==> config.mk <==
export PLATFORM = sky130hd
export DESIGN_NAME = tcp_congestion_window_unit_flat
export DESIGN_NICKNAME = d
export VERILOG_FILES = /design/src/rtl/core/tcw_pkg.sv /design/src/rtl/core/tcw_event_if.sv /design/src/rtl/core/tcw_result_if.sv /design/src/rtl/core/tcw_cfg_if.sv /design/src/rtl/core/tcw_in_reg.sv /design/src/rtl/core/tcw_out_reg.sv /design/src/rtl/core/tcw_core.sv /design/src/rtl/core/tcp_congestion_window_unit.sv /design/src/flat_wrapper.sv
export VERILOG_INCLUDE_DIRS = /design/src /design/src/rtl/core
export SDC_FILE = /design/constraint.sdc
export NUM_CORES = 1
export LEC_CHECK = 0
export BUFFER_PORTS_ARGS = -buffer_cell sky130_fd_sc_hd__buf_4
export CAP_MARGIN = 40
export CORE_MARGIN = 4
export CORE_UTILIZATION = 36
export DETAILED_ROUTE_END_ITERATION = 12
export RECOVER_POWER = 100
export SLEW_MARGIN = 20
export SYNTH_ARGS = -nofsm -noshare
export SYNTH_HDL_FRONTEND = slang
export SYNTH_SLANG_ARGS = --single-unit
==> constraint.sdc <==
create_clock -name i_clk -period 7.9 [get_ports i_clk]
set_input_delay 0.395 -clock i_clk [delete_from_list [all_inputs] [get_ports i_clk]]
set_output_delay 0.395 -clock i_clk [all_outputs]
set_load 0.01 [all_outputs]
==> src/rtl/core/assert_macros.svh <==
// Assertion macros used by the congestion window core.
`ifndef ASSERT_MACROS_SVH
`define ASSERT_MACROS_SVH

`ifndef ASSERT_OFF

`define ASSERT_SAME(label, clk, rst_n, ante, cons) \
    label: assert property (@(posedge clk) disable iff (!rst_n) (ante) |-> (cons)) \
        else $error("assertion failed: label");

`define ASSERT_NEXT(label, clk, rst_n, ante, cons) \
    label: assert property (@(posedge clk) disable iff (!rst_n) (ante) |=> (cons)) \
        else $error("assertion failed: label");

`else

`define ASSERT_SAME(label, clk, rst_n, ante, cons)

`define ASSERT_NEXT(label, clk, rst_n, ante, cons)

`endif

`endif

==> src/rtl/core/tcw_pkg.sv <==
// Shared types and constants of the congestion window unit.
package tcw_pkg;

    localparam int WINDOW_BITS_DEF = 32;
    localparam int MSS_BITS        = 16;
    localparam int LEN_BITS        = 32;
    localparam int DUP_BITS        = 16;

    localparam logic [MSS_BITS-1:0] MSS_RESET   = 16'd536;
    localparam logic [MSS_BITS-1:0] TIER_HIGH   = 16'd2190;
    localparam logic [MSS_BITS-1:0] TIER_MID    = 16'd1095;
    localparam logic [31:0]         THRESH_INIT = 32'h7FFF_FFFF;
    localparam logic [DUP_BITS-1:0] DUP_TRIGGER = 16'd3;

    typedef enum logic [1:0] {
        ACT_INIT    = 2'd0,
        ACT_ACK     = 2'd1,
        ACT_TIMEOUT = 2'd2,
        ACT_DUP_ACK = 2'd3
    } t_action;

    typedef struct packed {
        t_action               action;
        logic [LEN_BITS-1:0]   acked_length;
        logic [LEN_BITS-1:0]   bytes_in_flight;
        logic [DUP_BITS-1:0]   dup_ack_count;
    } t_event;

    typedef struct packed {
        logic [31:0] window_bytes;
        logic [31:0] slow_start_threshold;
        logic        in_fast_recovery;
    } t_result;

endpackage

==> src/rtl/core/tcw_event_if.sv <==
// Event channel: one congestion event per item.
interface tcw_event_if;
    logic        valid;
    logic        ready;
    logic [1:0]  action;
    logic [31:0] acked_length;
    logic [31:0] bytes_in_flight;
    logic [15:0] dup_ack_count;

    modport source (output valid, output action, output acked_length,
                    output bytes_in_flight, output dup_ack_count, input ready);
    modport sink   (input valid, input action, input acked_length,
                    input bytes_in_flight, input dup_ack_count, output ready);
endinterface

==> src/rtl/core/tcw_result_if.sv <==
// Result channel: window, threshold and recovery flag per item.
interface tcw_result_if;
    logic        valid;
    logic        ready;
    logic [31:0] window_bytes;
    logic [31:0] slow_start_threshold;
    logic        in_fast_recovery;

    modport source (output valid, output window_bytes, output slow_start_threshold,
                    output in_fast_recovery, input ready);
    modport sink   (input valid, input window_bytes, input slow_start_threshold,
                    input in_fast_recovery, output ready);
endinterface

==> src/rtl/core/tcw_cfg_if.sv <==
// Configuration write channel for the segment size register.
interface tcw_cfg_if;
    logic        valid;
    logic        ready;
    logic [15:0] max_segment_size;

    modport source (output valid, output max_segment_size, input ready);
    modport sink   (input valid, input max_segment_size, output ready);
endinterface

==> src/rtl/core/tcw_in_reg.sv <==
// Input register stage holding one accepted event.
module tcw_in_reg (
    input  logic            i_clk,
    input  logic            i_rst_n,
    input  logic            i_valid,
    output logic            o_ready,
    input  tcw_pkg::t_event i_event,
    input  logic            i_advance,
    output logic            o_fire,
    output tcw_pkg::t_event o_event
);
    import tcw_pkg::*;

    logic   r_valid;
    t_event r_event;

    // The held item leaves whenever the result stage can take it, so a new
    // item may enter in the same cycle.
    assign o_ready = !r_valid || i_advance;
    assign o_fire  = r_valid && i_advance;
    assign o_event = r_event;

    always_ff @(posedge i_clk) begin
        if (!i_rst_n) begin
            r_valid <= 1'b0;
        end else if (o_ready) begin
            r_valid <= i_valid;
        end
    end

    always_ff @(posedge i_clk) begin
        if (i_valid && o_ready) begin
            r_event <= i_event;
        end
    end
endmodule

==> src/rtl/core/tcw_out_reg.sv <==
// Result register stage driving the output channel.
module tcw_out_reg (
    input  logic             i_clk,
    input  logic             i_rst_n,
    input  logic             i_load,
    input  tcw_pkg::t_result i_result,
    input  logic             i_ready,
    output logic             o_valid,
    output logic             o_advance,
    output tcw_pkg::t_result o_result
);
    import tcw_pkg::*;

    logic    r_valid;
    t_result r_result;

    assign o_advance = !r_valid || i_ready;
    assign o_valid   = r_valid;
    assign o_result  = r_result;

    always_ff @(posedge i_clk) begin
        if (!i_rst_n) begin
            r_valid <= 1'b0;
        end else if (o_advance) begin
            r_valid <= i_load;
        end
    end

    always_ff @(posedge i_clk) begin
        if (i_load) begin
            r_result <= i_result;
        end
    end
endmodule

==> src/rtl/core/tcw_core.sv <==
// Congestion state registers and the combinational next-state update per event.
`include "assert_macros.svh"

module tcw_core #(
    parameter int WINDOW_BITS = tcw_pkg::WINDOW_BITS_DEF
) (
    input  logic                            i_clk,
    input  logic                            i_rst_n,
    input  logic                            i_cfg_we,
    input  logic [tcw_pkg::MSS_BITS-1:0]    i_cfg_mss,
    input  logic                            i_fire,
    input  tcw_pkg::t_event                 i_event,
    output tcw_pkg::t_result                o_result
);
    import tcw_pkg::*;

    // State saturates at the smaller of the parameter width and 32 bits.
    localparam int SW = (WINDOW_BITS < 32) ? WINDOW_BITS : 32;
    localparam int CW = 34;
    localparam logic [SW-1:0] SAT_LIMIT = '1;
    localparam logic [SW-1:0] THR_INIT  = (SW > 31) ? SW'(THRESH_INIT) : SAT_LIMIT;

    function automatic logic [SW-1:0] clamp(input logic [CW-1:0] v);
        return (v > CW'(SAT_LIMIT)) ? SAT_LIMIT : v[SW-1:0];
    endfunction

    function automatic logic [SW-1:0] init_window(input logic [MSS_BITS-1:0] mss);
        logic [CW-1:0] m;
        m = CW'(mss);
        if (mss > TIER_HIGH) begin
            return clamp(m << 1);
        end else if (mss > TIER_MID) begin
            return clamp((m << 1) + m);
        end else begin
            return clamp(m << 2);
        end
    endfunction

    logic [MSS_BITS-1:0] r_mss;
    logic [SW-1:0]       r_window, n_window;
    logic [SW-1:0]       r_thresh, n_thresh;
    logic [SW-1:0]       r_acc,    n_acc;
    logic                r_flag,   n_flag;

    logic [CW-1:0]       mss_w;
    logic [MSS_BITS-1:0] ack_inc;
    logic [CW-1:0]       half_flight;
    logic [CW-1:0]       floor2;
    logic [SW-1:0]       loss_thr;
    logic [SW-1:0]       win_plus_inc;
    logic [SW-1:0]       win_plus_mss;
    logic [SW-1:0]       acc_sum;
    logic [SW-1:0]       dup_window;
    logic [SW-1:0]       mss_clamped;

    assign mss_w       = CW'(r_mss);
    assign ack_inc     = (i_event.acked_length < LEN_BITS'(r_mss)) ?
                         i_event.acked_length[MSS_BITS-1:0] : r_mss;
    assign half_flight = CW'(i_event.bytes_in_flight >> 1);
    assign floor2      = mss_w << 1;
    assign loss_thr    = clamp((half_flight > floor2) ? half_flight : floor2);
    assign win_plus_inc = clamp(CW'(r_window) + CW'(ack_inc));
    assign win_plus_mss = clamp(CW'(r_window) + mss_w);
    assign acc_sum      = clamp(CW'(r_acc) + CW'(i_event.acked_length));
    assign dup_window   = clamp(CW'(loss_thr) + (mss_w << 1) + mss_w);
    assign mss_clamped  = clamp(mss_w);

    always_comb begin
        n_window = r_window;
        n_thresh = r_thresh;
        n_acc    = r_acc;
        n_flag   = r_flag;
        unique case (i_event.action)
            ACT_INIT: begin
                n_window = init_window(r_mss);
                n_thresh = THR_INIT;
                n_acc    = '0;
                n_flag   = 1'b0;
            end
            ACT_ACK: begin
                if (r_flag) begin
                    // First new ack after any duplicate ack deflates the window to the threshold.
                    n_flag   = 1'b0;
                    n_window = r_thresh;
                end else if (r_window <= r_thresh) begin
                    n_window = win_plus_inc;
                end else if (acc_sum >= r_window) begin
                    n_window = win_plus_mss;
                    n_acc    = '0;
                end else begin
                    n_acc    = acc_sum;
                end
            end
            ACT_TIMEOUT: begin
                n_thresh = loss_thr;
                n_window = mss_clamped;
            end
            ACT_DUP_ACK: begin
                n_flag = 1'b1;
                if (i_event.dup_ack_count == DUP_TRIGGER) begin
                    n_thresh = loss_thr;
                    n_window = dup_window;
                end else if (i_event.dup_ack_count > DUP_TRIGGER) begin
                    n_window = win_plus_mss;
                end
            end
            default: begin
                n_flag = r_flag;
            end
        endcase
    end

    always_ff @(posedge i_clk) begin
        if (!i_rst_n) begin
            r_mss <= MSS_RESET;
        end else if (i_cfg_we) begin
            r_mss <= i_cfg_mss;
        end
    end

    always_ff @(posedge i_clk) begin
        if (!i_rst_n) begin
            r_window <= init_window(MSS_RESET);
            r_thresh <= THR_INIT;
            r_acc    <= '0;
            r_flag   <= 1'b0;
        end else if (i_fire) begin
            r_window <= n_window;
            r_thresh <= n_thresh;
            r_acc    <= n_acc;
            r_flag   <= n_flag;
        end
    end

    assign o_result.window_bytes         = 32'(n_window);
    assign o_result.slow_start_threshold = 32'(n_thresh);
    assign o_result.in_fast_recovery     = n_flag;

    `ASSERT_NEXT(a_init_clears, i_clk, i_rst_n, i_fire && i_event.action == ACT_INIT, r_acc == '0 && !r_flag)
    `ASSERT_NEXT(a_dup_sets_flag, i_clk, i_rst_n, i_fire && i_event.action == ACT_DUP_ACK, r_flag)
    `ASSERT_NEXT(a_idle_holds, i_clk, i_rst_n, !i_fire, $stable(r_window) && $stable(r_thresh) && $stable(r_acc))
    `ASSERT_SAME(a_result_tracks_state, i_clk, i_rst_n, i_fire, o_result.in_fast_recovery == n_flag)
endmodule

==> src/rtl/core/tcp_congestion_window_unit.sv <==
// An event is held in the input register, then its result in the result register.
// Throughput: one event per cycle while results are taken; state updates once per event.
// The event channel keeps taking items while a result waits, until both stages are full.
// Reset (synchronous, active low) sets segment size 536, window 2144,
// threshold 2147483647 (clamped to state width), byte accumulator and recovery flag clear.
module tcp_congestion_window_unit #(
    parameter int WINDOW_BITS = tcw_pkg::WINDOW_BITS_DEF
) (
    input  logic          i_clk,
    input  logic          i_rst_n,
    tcw_cfg_if.sink       i_cfg,
    tcw_event_if.sink     i_event,
    tcw_result_if.source  o_result
);
    import tcw_pkg::*;

    t_event  in_event;
    t_event  held_event;
    t_result next_result;
    t_result out_result;
    logic    fire;
    logic    advance;
    logic    in_ready;
    logic    out_valid;

    assign in_event.action          = t_action'(i_event.action);
    assign in_event.acked_length    = i_event.acked_length;
    assign in_event.bytes_in_flight = i_event.bytes_in_flight;
    assign in_event.dup_ack_count   = i_event.dup_ack_count;
    assign i_event.ready            = in_ready;

    // Segment size writes never stall.
    assign i_cfg.ready = 1'b1;

    tcw_in_reg u_in_reg (
        .i_clk     (i_clk),
        .i_rst_n   (i_rst_n),
        .i_valid   (i_event.valid),
        .o_ready   (in_ready),
        .i_event   (in_event),
        .i_advance (advance),
        .o_fire    (fire),
        .o_event   (held_event)
    );

    tcw_core #(
        .WINDOW_BITS (WINDOW_BITS)
    ) u_core (
        .i_clk     (i_clk),
        .i_rst_n   (i_rst_n),
        .i_cfg_we  (i_cfg.valid),
        .i_cfg_mss (i_cfg.max_segment_size),
        .i_fire    (fire),
        .i_event   (held_event),
        .o_result  (next_result)
    );

    tcw_out_reg u_out_reg (
        .i_clk     (i_clk),
        .i_rst_n   (i_rst_n),
        .i_load    (fire),
        .i_result  (next_result),
        .i_ready   (o_result.ready),
        .o_valid   (out_valid),
        .o_advance (advance),
        .o_result  (out_result)
    );

    assign o_result.valid                = out_valid;
    assign o_result.window_bytes         = out_result.window_bytes;
    assign o_result.slow_start_threshold = out_result.slow_start_threshold;
    assign o_result.in_fast_recovery     = out_result.in_fast_recovery;
endmodule

==> src/flat_wrapper.sv <==
// flat-port wrapper written by rule: the top's interface ports become plain ports
module tcp_congestion_window_unit_flat import tcw_pkg::*;
#(
    parameter int WINDOW_BITS = tcw_pkg::WINDOW_BITS_DEF
)
  (i_clk, i_rst_n, i_cfg_valid, i_cfg_max_segment_size, i_cfg_ready, i_event_valid, i_event_action, i_event_acked_length, i_event_bytes_in_flight, i_event_dup_ack_count, i_event_ready, o_result_valid, o_result_window_bytes, o_result_slow_start_threshold, o_result_in_fast_recovery, o_result_ready);
  tcw_cfg_if i_cfg_i ();
  tcw_event_if i_event_i ();
  tcw_result_if o_result_i ();
  input  logic i_clk;
  input  logic i_rst_n;
  input wire logic [$bits(i_cfg_i.valid)-1:0] i_cfg_valid;
  input wire logic [$bits(i_cfg_i.max_segment_size)-1:0] i_cfg_max_segment_size;
  output wire logic [$bits(i_cfg_i.ready)-1:0] i_cfg_ready;
  input wire logic [$bits(i_event_i.valid)-1:0] i_event_valid;
  input wire logic [$bits(i_event_i.action)-1:0] i_event_action;
  input wire logic [$bits(i_event_i.acked_length)-1:0] i_event_acked_length;
  input wire logic [$bits(i_event_i.bytes_in_flight)-1:0] i_event_bytes_in_flight;
  input wire logic [$bits(i_event_i.dup_ack_count)-1:0] i_event_dup_ack_count;
  output wire logic [$bits(i_event_i.ready)-1:0] i_event_ready;
  output wire logic [$bits(o_result_i.valid)-1:0] o_result_valid;
  output wire logic [$bits(o_result_i.window_bytes)-1:0] o_result_window_bytes;
  output wire logic [$bits(o_result_i.slow_start_threshold)-1:0] o_result_slow_start_threshold;
  output wire logic [$bits(o_result_i.in_fast_recovery)-1:0] o_result_in_fast_recovery;
  input wire logic [$bits(o_result_i.ready)-1:0] o_result_ready;
  assign i_cfg_i.valid = i_cfg_valid;
  assign i_cfg_i.max_segment_size = i_cfg_max_segment_size;
  assign i_cfg_ready = i_cfg_i.ready;
  assign i_event_i.valid = i_event_valid;
  assign i_event_i.action = i_event_action;
  assign i_event_i.acked_length = i_event_acked_length;
  assign i_event_i.bytes_in_flight = i_event_bytes_in_flight;
  assign i_event_i.dup_ack_count = i_event_dup_ack_count;
  assign i_event_ready = i_event_i.ready;
  assign o_result_valid = o_result_i.valid;
  assign o_result_window_bytes = o_result_i.window_bytes;
  assign o_result_slow_start_threshold = o_result_i.slow_start_threshold;
  assign o_result_in_fast_recovery = o_result_i.in_fast_recovery;
  assign o_result_i.ready = o_result_ready;
  tcp_congestion_window_unit #(.WINDOW_BITS(WINDOW_BITS)) u_core (.i_clk(i_clk), .i_rst_n(i_rst_n), .i_cfg(i_cfg_i), .i_event(i_event_i), .o_result(o_result_i));
endmodule
# Word level (Yosys, flattened, before mapping)
# Index checks and enable logic that the tools add are counted.
[classes]
muxes = 26
n_bitwise = 0
div = 0
shifts = 0
eq_ne = 6
n_reduce_logical = 10
addsub = 6
order_cmp = 16
n_mul = 0
[op_table]
columns = ["cell", "count"]
rows = [
  ["$mux 32", 20],
  ["$pmux 32 s4", 1],
  ["$gt 33x32->1 const B", 3],
  ["$pmux 32 s3", 1],
  ["$add 32x16->33", 2],
  ["$gt 18x32->1 const B", 2],
  ["$pmux 32 s2", 1],
  ["$add 33x16->34", 1],
  ["$gt 34x32->1 const B", 1],
  ["$add 32x17->33", 1],
  ["$add 32x32->33", 1],
  ["$ge 32x32->1", 1],
  ["$gt 16x32->1 const B", 1],
  ["$gt 17x32->1 const B", 1],
  ["$gt 31x32->1 const B", 1],
  ["$le 32x32->1", 1],
  ["$lt 32x16->1", 1],
  ["$gt 31x17->1", 1],
  ["$mux 31", 1],
  ["$add 17x16->18", 1],
  ["$eq 16x2->1 const B", 1],
  ["$gt 16x11->1 const B", 1],
  ["$gt 16x12->1 const B", 1],
  ["$gt 16x2->1 const B", 1],
  ["12 further kinds", 17],
]
[word_totals]
latch_bits = 0
mem_bits_ro = 0
regBits = 262
word_cells = 78
mem_count = 0
ramBits = 0
in_bits = 103
out_inout_bits = 68

# Logic depth before layout (Yosys ltp)
# Gate-level depths: netlist of run 1.
[depth]
word_depth = 10
mapped_depth = 27

# Modules after synthesis
# Synthesis of run 1 repeated with hierarchy kept, for this count alone.
[unflattened]
hier_cells = 2384
area_unflattened_um2 = 20678.6
[by_module_without_submodules]
columns = ["module", "n_inst", "seq_area_each_um2", "area_each_um2", "cells_each"]
rows = [
  ["tcw_core", 1, 2262.2, 16139.2, 2225],
  ["tcw_in_reg", 1, 2482.4, 2527.4, 88],
  ["tcw_out_reg", 1, 1971.9, 2000.7, 69],
  ["tcp_congestion_window_unit", 1, 0.0, 11.3, 2],
]

# Worst setup path before layout of run 1
# No wires, ideal clock.
[synth_timing]
path_kind = "register to register"
from = "register u_core.u_core.r_mss[1]"
to = "register u_core.u_out_reg.r_result, in the netlist u_core.u_out_reg.o_result[56], data pin"
period_less_slack_ns = 6.171
path_slack_ns = 1.729
arrival_time_ns = 5.909
setup_ns = 0.262
t_required_ns = 7.638
stages_incl_launch_ff = 27
path_cell_list = "dfxtp_1 inv_1 ha_1 nor2b_1 o21a_1 o21a_1 o21a_1 o21a_1 o221ai_1 o211ai_1 a21oi_2 buf_4 mux2i_1 fa_1 inv_1 ha_1 inv_1 fa_1 nand2b_1 a21oi_1 o221a_2 a21oi_1 a211o_1 o21ai_0 nand3_1 a32o_1 or2_2"
[synth_lines]
columns = ["element", "line_no", "source"]
rows = [
  ["start: declaration", "tcw_core.sv:39", "logic [MSS_BITS-1:0] r_mss;"],
  ["start signal: assignment", "tcw_core.sv:117", "r_mss <= i_cfg_mss;"],
  ["end signal: assignment", "tcw_out_reg.sv:31", "r_result <= i_result;"],
  ["end: declaration", "tcw_out_reg.sv:15", "t_result r_result;"],
]

==> results.json, run 1 <==
{
  "fin_skew_ns": 0.0427,
  "floorplan.die.width_microns": 246,
  "layout_commonest_cell": "a21oi_1",
  "critical-path-top-delay-family": "compound AO/OA/AOI/OAI gates",
  "cts_buffers": 31,
  "clock_path_buffers": 3,
  "leading_area_contributor_after_synthesis": "edfxtp_1",
  "sequential_element_share_of_the_synthesized_area_pct": 32.9,
  "maxClockFrequency_mhz": 141,
  "slew-limit-headroom_pct": -120,
  "worstSetupPathType": "reg2reg",
  "grt_max_degree": 67,
  "antenna-diode-count": 0,
  "fin_setup_tns_ns": 0,
  "synth_area_per_cell_sq_um": 8.76,
  "path_clk_slew_ns": 0.06,
  "dominant_combinational_cell_family_by_area_after_synthesis": "compound AO/OA/AOI/OAI gates",
  "drt-total-wl_microns": 73400,
  "clk_root_buffer_cell": "clkbuf_16",
  "run_status": "finished, violations left",
  "final-max-slew-violation-count": 226,
  "routed-wl-met3_microns": 4950,
  "cpMaxStageDelayCell": "dfxtp_1",
  "pwr_density_cell_nw_per_um2": 169,
  "postcts_resize_cnt": 0,
  "clk_latency_ns": 0.61,
  "drt-initial-drc-count": 1734,
  "rr_worst_depth": 23,
  "dp_hpwl_microns": 55200,
  "first_pass_iters": 6,
  "crit_cells": 23,
  "dp_cells": 3179,
  "synth_enable_flop_cells": 146,
  "synthesis.area_sq_um": 20300,
  "post_layout_nonfiller_instances": 3319,
  "whs_path_depth": 3,
  "crit_path_end_kind": "flop",
  "postCtsSetupRepairBufs": 0,
  "synth-warning-count": 0,
  "startpoint_type": "flop",
  "remaining_design_rule_violation_count": 0,
  "die_h_microns": 246,
  "tritoncts": "built",
  "synthesized_area_fraction_occupied_by_ao_oa_aoi_and_oai_cells_pct": 26.0,
  "failed_checks": "capacitance limit, slew limit",
  "worst-slew-pin-transition_ns": 3.30,
  "post-route-period-util_pct": 89.8,
  "p_leak_nw": 9.90,
  "synthDistinctLibCells": 97,
  "number_of_routed_nets_with_antenna_violations": 0,
  "place_congestion": 0.952,
  "yosys.area_share.simple_pct": 14.9,
  "holdCritPathClass": "in2reg",
  "synth-main-ff-cell": "edfxtp_1",
  "num-nets-final": 2874,
  "io_pins": 171,
  "rsz_0062_raised_after_global_routing": "no",
  "layout-drive-gt1-share_pct": 9.80,
  "ys_async_sr_fraction_pct": 0,
  "cts_htree_levels": 1,
  "number_of_hold_violations_in_the_final_report": 0,
  "synth.net_count": 2649,
  "core_area_sq_um": 55500,
  "grt_pass1_wl_microns": 110000,
  "via_count": 19400,
  "yosys_register_bits": 261,
  "post_synth_fa_ha_maj_area_fraction_pct": 14.6,
  "critical_path_buffers_and_inverters": 3,
  "area_delta_synth_final_pct": 18.2,
  "std_cell_rows": 86,
  "cpPeakStageDelay_ns": 0.63,
  "detail_route.vias_per_cell": 5.84,
  "drt-met1-wl_microns": 31200,
  "gr-usage-all-layers_pct": 23.3,
  "first_global_vias": 18300,
  "path_cells": "inv_1 > ha_1 > o21a_1 > o21a_1 > o21a_1 > o221ai_1 > o211ai_1 > a21oi_1 > clkbuf_2 > mux2i_1 > fa_1 > inv_1 > ha_1 > o21a_1 > o21ai_0 > o31ai_2 > o31ai_1 > o31a_1 > nor2_1 > and3_1 > xor2_1 > a221oi_1 > nand2_1",
  "globalRoute.totalOverflow": 0,
  "numClockSinks": 261,
  "timing.final.crit_period_ns": 7.10,
  "avg_wl_per_cell_microns": 22.1,
  "max_cap_viol_count": 6,
  "number_of_antenna_violations_at_the_first_check_in_global_routing": 2,
  "synthXorXnorAreaFrac_pct": 3.66,
  "cp_max_fo": 12,
  "synth_cells": 2321,
  "most-common-layout-cells": "a21oi_1 (231), ha_1 (205), nor2_1 (201)",
  "finalSetupViolations": 0,
  "port_buffers": 168,
  "timing.critical_path.arrival_ns": 7.43,
  "met2_wirelength_microns": 33600,
  "synth_mux_area_share_pct": 2.81,
  "post_synth_main_area_contributors": "edfxtp_1 (22%), ha_1 (13%), dfxtp_1 (11%)",
  "initial_core_util_pct": 36.6,
  "cp_data_required_time_ns": 8.24,
  "fp.dieArea_sq_um": 60300,
  "synth_top_area_share_pct": 21.6,
  "critPathMostFrequentCell": "o21a_1",
  "dr.max_layer_used": "met4",
  "irDropWorstVdd_mv": 0.163
}
==> sequential cells by signal (all words and copies together) (netlist names) <==
name and flops:
u_core.u_in_reg.o_event 81, u_core.u_out_reg.o_valid 1, u_core.u_core.r_window 32, u_core.u_out_reg.o_result 65
u_core.u_in_reg.r_valid 1, u_core.u_core.r_flag 1, u_core.u_core.r_thresh 32, u_core.u_core.r_acc 32
u_core.u_core.r_mss 16
==> where the power goes <==
group          internal, W  switching (W)
logic             0.000375       0.000583
registers          0.00151      0.0000765
clock network     0.000877       0.000643
==> final timing paths <==
path	start	end	slack (ns)
max	u_core.u_core.r_mss[3]$_SDFFE_PN1P_	u_core.u_out_reg.o_result[57]$_DFFE_PP_	0.80
min	i_event_valid	u_core.u_in_reg.r_valid$_SDFFE_PN0N_	0.05
max reg2reg	u_core.u_core.r_mss[3]$_SDFFE_PN1P_	u_core.u_out_reg.o_result[57]$_DFFE_PP_	0.80
min reg2reg	u_core.u_core.r_acc[4]$_SDFFE_PN0P_	u_core.u_core.r_acc[4]$_SDFFE_PN0P_	0.46
==> layout make-up <==
| class | count | area [sq um] |
|---|---|---|
| Sequential cell | 261 | 6690 |
| Clock inverter | 25 | 269 |
| Tap cell | 748 | 936 |
| Inverter | 144 | 542 |
| Clock buffer | 33 | 805 |
| Multi-Input combinational cell | 1804 | 12600 |
| Fill cell | 5548 | 31500 |
| Timing Repair Buffer | 304 | 2200 |
==> metrics by stage <==
stage	worst slack, ns	hold slack [ns]	util [%]	cell area [sq um]	power, W
floorplan	1.73	0.436	-	20300	0.00221
global placement	1.30	0.445	40.3	22400	0.00252
detailed placement	1.17	0.451	40.5	22500	0.00254
CTS	1.17	0.0106	43.9	24400	0.00411
global route	0.359	0.0415	43.3	24000	0.00425
finish	0.804	0.0468	43.3	24000	0.00406
==> cell usage after synthesis, drive strengths merged, types with 18 or more instances <==
master and instances:
a21oi 235, ha 205, nor2 202, nand2 177
o21ai 161, edfxtp 146, inv 143, dfxtp 115
clkbuf 76, nand3 58, a21o 55, a211oi 51
o21a 48, xnor2 48, mux2i 39, xor2 37
buf 36, nor3 36, nand4 33, a31oi 31
nand2b 23, fa 20, o31ai 20, and3 19
nor2b 18
==> cells by family (layout without fill, tap and decap cells) <==
kind of cell | Yosys count | after routing
DFF | 261 | 261
AOI/OAI and AO/OA | 798 | 798
adders and majority gates | 225 | 225
and+or+nand+nor | 640 | 640
muxes | 55 | 55
xor gates and xnor gates | 85 | 85
buffers and inverters | 256 | 506
other | 1 | 1
==> worst min-delay path: stages <==
cell and delay [ns]:
buf_4 0.08, a21oi_1 0.03, nor2_1 0.08
==> per-layer routing <==
metal / track usage (%) / vias up
met5: 0 / -
met4: 9.94 / 0
met3: 3.02 / 219
met2: 38.3 / 857
met1: 31.0 / 9195
li1: - / 9108
==> timing repair <==
| item | CTS | global route |
|---|---|---|
| endpoints found under the setup margin | 0 | 0 |
| endpoints found under the hold margin | 81 | 0 |
| hold buffers | 81 | 0 |
No activity file was read; power rests on OpenSTA's default activity.
==> run 2, diff against run 1 <==
Settings changed: HOLD_SLACK_MARGIN set to 0.12.
Clock period 7.9 ns to 8.05 ns, I/O delays scaled along.
==> run 2 against run 1 <==
Compared with the run above: clock skew is 0.014 ns lower; maximum frequency fell by 4.2%; first-iteration DRC count fell by 2.8%; global-route usage increased by 0.42 points; largest power group unchanged; the flow still finishes with violations (capacitance limit, slew limit); combinational power decreased by 0.5%; sequential power shrank 3%; final cell count increased by 0.39%; power decreased by 3.6%; design area is 0.34% higher; flip-flop and latch count is the same.
==> results.json, run 2 (same netlist as run 1, synthesis figures left out) <==
{
  "pwr_density_cell_nw_per_um2": 163,
  "numClockSinks": 261,
  "area_delta_synth_final_pct": 18.6,
  "postcts_resize_cnt": 0,
  "clk_latency_ns": 0.61,
  "via_count": 19500,
  "fin_skew_ns": 0.0283,
  "initial_core_util_pct": 36.6,
  "place_congestion": 0.993,
  "detail_route.vias_per_cell": 5.85,
  "timing.final.crit_period_ns": 7.41,
  "holdCritPathClass": "in2reg",
  "layout-drive-gt1-share_pct": 9.48,
  "failed_checks": "capacitance limit, slew limit",
  "drt-initial-drc-count": 1686,
  "max_ffs_per_register": 81,
  "cts_buffers": 31,
  "number_of_hold_violations_in_the_final_report": 0,
  "die_h_microns": 246,
  "clock_path_buffers": 3,
  "final-max-slew-violation-count": 316,
  "cp_max_fo": 10,
  "grt_max_degree": 67,
  "tritoncts": "built",
  "first_pass_iters": 5,
  "std_cell_rows": 86,
  "antenna-diode-count": 0,
  "port_buffers": 168,
  "fp.dieArea_sq_um": 60300,
  "final_core_utilization_pct": 43.4,
  "finalSetupViolations": 0,
  "cpPeakStageDelay_ns": 0.97,
  "worst-slew-pin-transition_ns": 3.45,
  "cell_internal_pwr_w": 0.00266,
  "post-route-period-util_pct": 92.0,
  "fin_setup_tns_ns": 0,
  "cts_htree_levels": 1,
  "avg_wl_per_cell_microns": 22.4,
  "cp_data_required_time_ns": 8.39,
  "number_of_routed_nets_with_antenna_violations": 0,
  "path_clk_slew_ns": 0.07,
  "timing.critical_path.arrival_ns": 7.75,
  "swShare_pct": 32.3,
  "first_global_vias": 18800,
  "rsz_0062_raised_after_global_routing": "no",
  "critPathMostFrequentCell": "a21oi_1",
  "max_cap_viol_count": 9,
  "run_status": "finished, violations left",
  "layout_commonest_cell": "a21oi_1",
  "grt_pass1_wl_microns": 112000,
  "core_area_sq_um": 55500,
  "slew-limit-headroom_pct": -130,
  "cpMaxStageDelayCell": "a21oi_1",
  "number_of_antenna_violations_at_the_first_check_in_global_routing": 0,
  "globalRoute.totalOverflow": 0,
  "cts-hold-fix-buffers": 99,
  "seqPwrFrac_pct": 39.7,
  "crit_path_end_kind": "flop",
  "floorplan.die.width_microns": 246,
  "power_frac_comb_pct": 24.3,
  "clk_root_buffer_cell": "clkbuf_16",
  "path_cells": "inv_1 > ha_1 > a21o_1 > a21o_1 > a21oi_1 > nor2b_1 > o21ai_0 > a21oi_1 > a31oi_2 > mux2_2 > ha_1 > fa_1 > a211oi_2 > o21ai_1 > a31oi_2 > a21oi_2 > o41a_1 > a21oi_1 > clkbuf_2 > a221oi_1 > o32a_1 > nand2_1 > a21oi_1",
  "remaining_design_rule_violation_count": 0,
  "gr-usage-all-layers_pct": 23.8,
  "power_frac_clock_pct": 36.0,
  "post_layout_nonfiller_instances": 3332,
  "setup_ws_ns": 0.641,
  "postCtsSetupRepairBufs": 0,
  "num-nets-final": 2888,
  "io_pins": 171,
  "dp_hpwl_microns": 55800,
  "maxClockFrequency_mhz": 135,
  "most-common-layout-cells": "a21oi_1 (232), ha_1 (205), nor2_1 (201)",
  "p_leak_nw": 9.95,
  "irDropWorstVdd_mv": 0.163,
  "post-place-ws_ns": 1.17,
  "startpoint_type": "flop",
  "p_sw_w": 0.00126,
  "worstSetupPathType": "reg2reg",
  "dp_cells": 3174,
  "fin_total_pwr_w": 0.00392,
  "drt-total-wl_microns": 74800
}
run 2: cell count changes in the layout (fill, tap and decap cells not counted), moves of 2 or more:
cell,change
dlygate4sd3_1,+18
clkbuf_1,-4
clkinv_1,+4
clkinv_4,-4
buf_4,+3
bufinv_16,-2
clkinv_2,-2
inv_4,+2
run 2: layout make-up:
cell class / instances / area [sq um]
flip-flops and latches: 261 / 6690
multi-input cells: 1804 / 12600
fillers: 5588 / 31400
inverters: 144 / 543
clock buffers: 37 / 830
well taps: 748 / 936
clock inverters: 20 / 173
repair buffers: 318 / 2370
run 2: per-layer routing:
layer / up-vias / GRT usage [%] / routed length [microns]
met5: - / 0 / 0
met4: 0 / 9.13 / 3130
met3: 163 / 3.12 / 5010
met2: 828 / 39.9 / 35000
met1: 9373 / 31.2 / 31700
li1: 9135 / - / -
run 2: worst max-delay path, delay by kind of cell (launching register included):
| kind | cells | cell delay (ns) |
|---|---|---|
| flip-flops | 1 | 0.63 |
| AND/OR/NAND/NOR | 2 | 0.18 |
| multiplexers | 1 | 0.36 |
| adder cells (fa/ha/maj) | 3 | 1.05 |
| buffers and inverters | 2 | 0.82 |
| AO/OA/AOI/OAI | 15 | 4.11 |
run 2: final timing paths:
kind	from	to	slack [ns]	cells past startpoint
hold / removal	i_cfg_valid	u_core.u_core.r_mss[4]$_SDFFE_PN1P_	0.23	2
setup / recovery	u_core.u_core.r_mss[2]$_SDFFE_PN0P_	u_core.u_core.r_window[15]$_SDFFE_PN0P_	0.64	23
setup reg to reg	u_core.u_core.r_mss[2]$_SDFFE_PN0P_	u_core.u_core.r_window[15]$_SDFFE_PN0P_	0.64	23
hold reg to reg	u_core.u_core.r_acc[28]$_SDFFE_PN0P_	u_core.u_core.r_acc[28]$_SDFFE_PN0P_	0.46	2
run 2: power by group through the flow:
stage                     clock network, W  registers, W  logic, W
after global routing               0.00149       0.00156   0.00104
after floorplan                          0       0.00156  0.000607
after CTS                          0.00145       0.00155  0.000960
after detailed placement                 0       0.00158  0.000915
final                              0.00141       0.00155  0.000952
after global placement                   0       0.00158  0.000898
run 2: through the flow:
step                instance area [sq um]  hold slack [ns]
finish                              24100            0.233
global route                        24100            0.237
CTS                                 24500            0.206
detailed placement                  22500            0.450
global placement                    22400            0.445
floorplan                           20300            0.436
==> run 3, diff against run 2 <==
Settings changed: PLACE_DENSITY set to 0.62, RECOVER_POWER 100 to 50.
==> run 3 against run 2 <==
Compared with the run above: the run still ends with capacitance limit, slew limit left; first-iteration DRC count decreased by 3.9%; critical path depth stayed put; clock-buffer cell count grew 12; sequential power about the same; power increased by 6.3%; register-to-register slack improved by 0.41 ns; largest cell class unchanged.
==> results.json, run 3 (same netlist as run 1, synthesis figures left out) <==
{
  "layout-drive-gt1-share_pct": 9.96,
  "worstSetupPathType": "reg2reg",
  "cts_buffers": 35,
  "remaining_design_rule_violation_count": 0,
  "max_ffs_per_register": 81,
  "max_cap_viol_count": 6,
  "maxClockFrequency_mhz": 143,
  "crit_path_end_kind": "flop",
  "fin_skew_ns": 0.0207,
  "cts-hold-fix-buffers": 96,
  "slew-limit-headroom_pct": -120,
  "timing.final.crit_period_ns": 7.00,
  "num-nets-final": 2883,
  "io_pins": 171,
  "most-common-layout-cells": "a21oi_1 (230), ha_1 (205), nor2_1 (201)",
  "via_count": 19100,
  "initial_core_util_pct": 36.6,
  "clk_root_buffer_cell": "clkbuf_16",
  "post-route-period-util_pct": 87.0,
  "std_cell_rows": 86,
  "worst-slew-pin-transition_ns": 3.29,
  "detailed_place.area_sq_um": 22400,
  "rsz_0062_raised_after_global_routing": "no",
  "number_of_routed_nets_with_antenna_violations": 0,
  "antenna-diode-count": 0,
  "first_pass_iters": 6,
  "globalRoute.totalOverflow": 0,
  "port_buffers": 168,
  "pwr_density_cell_nw_per_um2": 171,
  "core_area_sq_um": 55500,
  "timing.critical_path.arrival_ns": 7.27,
  "cell_internal_pwr_w": 0.00290,
  "p_sw_w": 0.00126,
  "number_of_antenna_violations_at_the_first_check_in_global_routing": 0,
  "cp_data_required_time_ns": 8.32,
  "rr_worst_depth": 23,
  "cts_htree_levels": 2,
  "nFillCells": 5451,
  "detail_route.vias_per_cell": 5.73,
  "failed_checks": "capacitance limit, slew limit",
  "clk_latency_ns": 0.55,
  "whs_path_depth": 3,
  "fin_area_sq_um": 24300,
  "power_frac_clock_pct": 40.1,
  "floorplan.die.width_microns": 246,
  "first_global_vias": 18400,
  "dp_hpwl_microns": 55300,
  "path_clk_slew_ns": 0.06,
  "holdCritPathClass": "in2reg",
  "final-max-slew-violation-count": 224,
  "tritoncts": "built",
  "area_delta_synth_final_pct": 19.6,
  "swShare_pct": 30.3,
  "p_leak_nw": 10.1,
  "postcts_resize_cnt": 0,
  "endpoint_of_the_worst_slack_reg_to_reg_timing_path": "u_core.u_out_reg.o_result[57]$_DFFE_PP_",
  "setup.reg_to_reg.worst_slack_ns": 1.05,
  "layout_commonest_cell": "a21oi_1",
  "gr-usage-all-layers_pct": 23.5,
  "hold_end": "u_core.u_core.r_mss[2]$_SDFFE_PN0P_",
  "fin_setup_tns_ns": 0,
  "grt_max_degree": 63,
  "run_status": "finished, violations left",
  "irDropWorstVdd_mv": 0.120,
  "start_of_the_worst_register_to_register_path": "u_core.u_core.r_mss[2]$_SDFFE_PN0P_",
  "place_congestion": 0.923,
  "avg_wl_per_cell_microns": 22.0,
  "clock_path_buffers": 3,
  "number_of_hold_violations_in_the_final_report": 0,
  "postCtsSetupRepairBufs": 0,
  "die_h_microns": 246,
  "grt_pass1_wl_microns": 110000,
  "startpoint_type": "flop",
  "numClockSinks": 261,
  "drt-initial-drc-count": 1621,
  "hold_start": "i_cfg_max_segment_size[2]",
  "seqPwrFrac_pct": 37.4,
  "cp_max_fo": 9,
  "finalSetupViolations": 0,
  "fp.dieArea_sq_um": 60300,
  "drt-total-wl_microns": 73200,
  "power_frac_comb_pct": 22.5
}
==> run 3: cell count changes in the layout (fill, tap and decap cells not counted), sizes merged <==
cell and delta:
bufinv +3, clkinvlp -2, clkbuf -1, dlygate4sd3 -3, inv -4, buf +7, clkinv -3
==> run 3: through the flow <==
| stage | instances | setup WS (ns) | utilization (%) | hold WS (ns) | power [W] |
|---|---|---|---|---|---|
| floorplan | 2321 | 1.88 | - | 0.436 | 0.00217 |
| global placement | 3165 | 1.25 | 40.2 | 0.444 | 0.00247 |
| detailed placement | 3170 | 1.24 | 40.3 | 0.451 | 0.00248 |
| CTS | 3329 | 1.18 | 44.3 | 0.123 | 0.00421 |
| global route | 3329 | 0.765 | 43.8 | 0.124 | 0.00436 |
| finish | 3329 | 1.05 | 43.8 | 0.144 | 0.00417 |
==> run 3: critical path, cell delays in order (launching register included) <==
cell and delay, ns:
dfxtp_1 0.61, inv_1 0.36, ha_1 0.41, o21a_1 0.12, o21a_1 0.17, o21a_1 0.17, o21a_1 0.17, o221ai_1 0.19
o211ai_1 0.14, a21oi_2 0.48, mux2i_1 0.40, fa_1 0.53, inv_1 0.08, ha_1 0.24, a211oi_1 0.40, o21a_1 0.25
o31ai_2 0.11, o31ai_1 0.51, o31a_1 0.38, nor2_1 0.13, and3_1 0.21, xor2_1 0.15, a221oi_1 0.37, nand2_1 0.15
==> run 3: worst max-delay path by stage <==
| stage | endpoint | cells after the start | slack [ns] | startpoint |
|---|---|---|---|---|
| floorplan | u_core.u_out_reg.o_result[56]$_DFFE_PP_ | 26 | 1.88 | u_core.u_core.r_mss[1]$_SDFFE_PN0P_ |
| global placement | u_core.u_out_reg.o_result[56]$_DFFE_PP_ | 24 | 1.25 | u_core.u_core.r_mss[2]$_SDFFE_PN0P_ |
| detailed placement | u_core.u_out_reg.o_result[56]$_DFFE_PP_ | 24 | 1.24 | u_core.u_core.r_mss[2]$_SDFFE_PN0P_ |
| CTS | u_core.u_out_reg.o_result[56]$_DFFE_PP_ | 24 | 1.18 | u_core.u_core.r_mss[2]$_SDFFE_PN0P_ |
| global route | u_core.u_out_reg.o_result[57]$_DFFE_PP_ | 23 | 0.76 | u_core.u_core.r_mss[2]$_SDFFE_PN0P_ |
| finish | u_core.u_out_reg.o_result[57]$_DFFE_PP_ | 23 | 1.05 | u_core.u_core.r_mss[2]$_SDFFE_PN0P_ |
==> run 3: area by class of cell <==
class | instances | area [sq um] | area share (%)
timing repair buffer | 309 | 2310 | 9.49
tap | 748 | 936 | 3.85
sequential | 261 | 6690 | 27.5
clock buffer | 49 | 1020 | 4.21
inverter | 144 | 542 | 2.23
multi-input combinational | 1804 | 12600 | 51.9
clock inverter | 14 | 201 | 0.829
==> run 3: layer usage <==
metal	part of all wire, %	vias to the layer above	global-route usage [%]
met1	42	9085	30.7
met5	0	-	0
met4	4.1	0	8.74
met3	6.2	152	3.04
met2	47	738	39.6
li1	-	9113	-
==> run 3: power groups by stage <==
stage	logic [W]	clock network, W	registers [W]
3_3_place_gp	0.000884	0	0.00158
6_report	0.000939	0.00167	0.00156
4_1_cts	0.000944	0.00171	0.00155
3_5_place_dp	0.000901	0	0.00158
2_1_floorplan	0.000607	0	0.00156
5_1_grt	0.00103	0.00176	0.00156
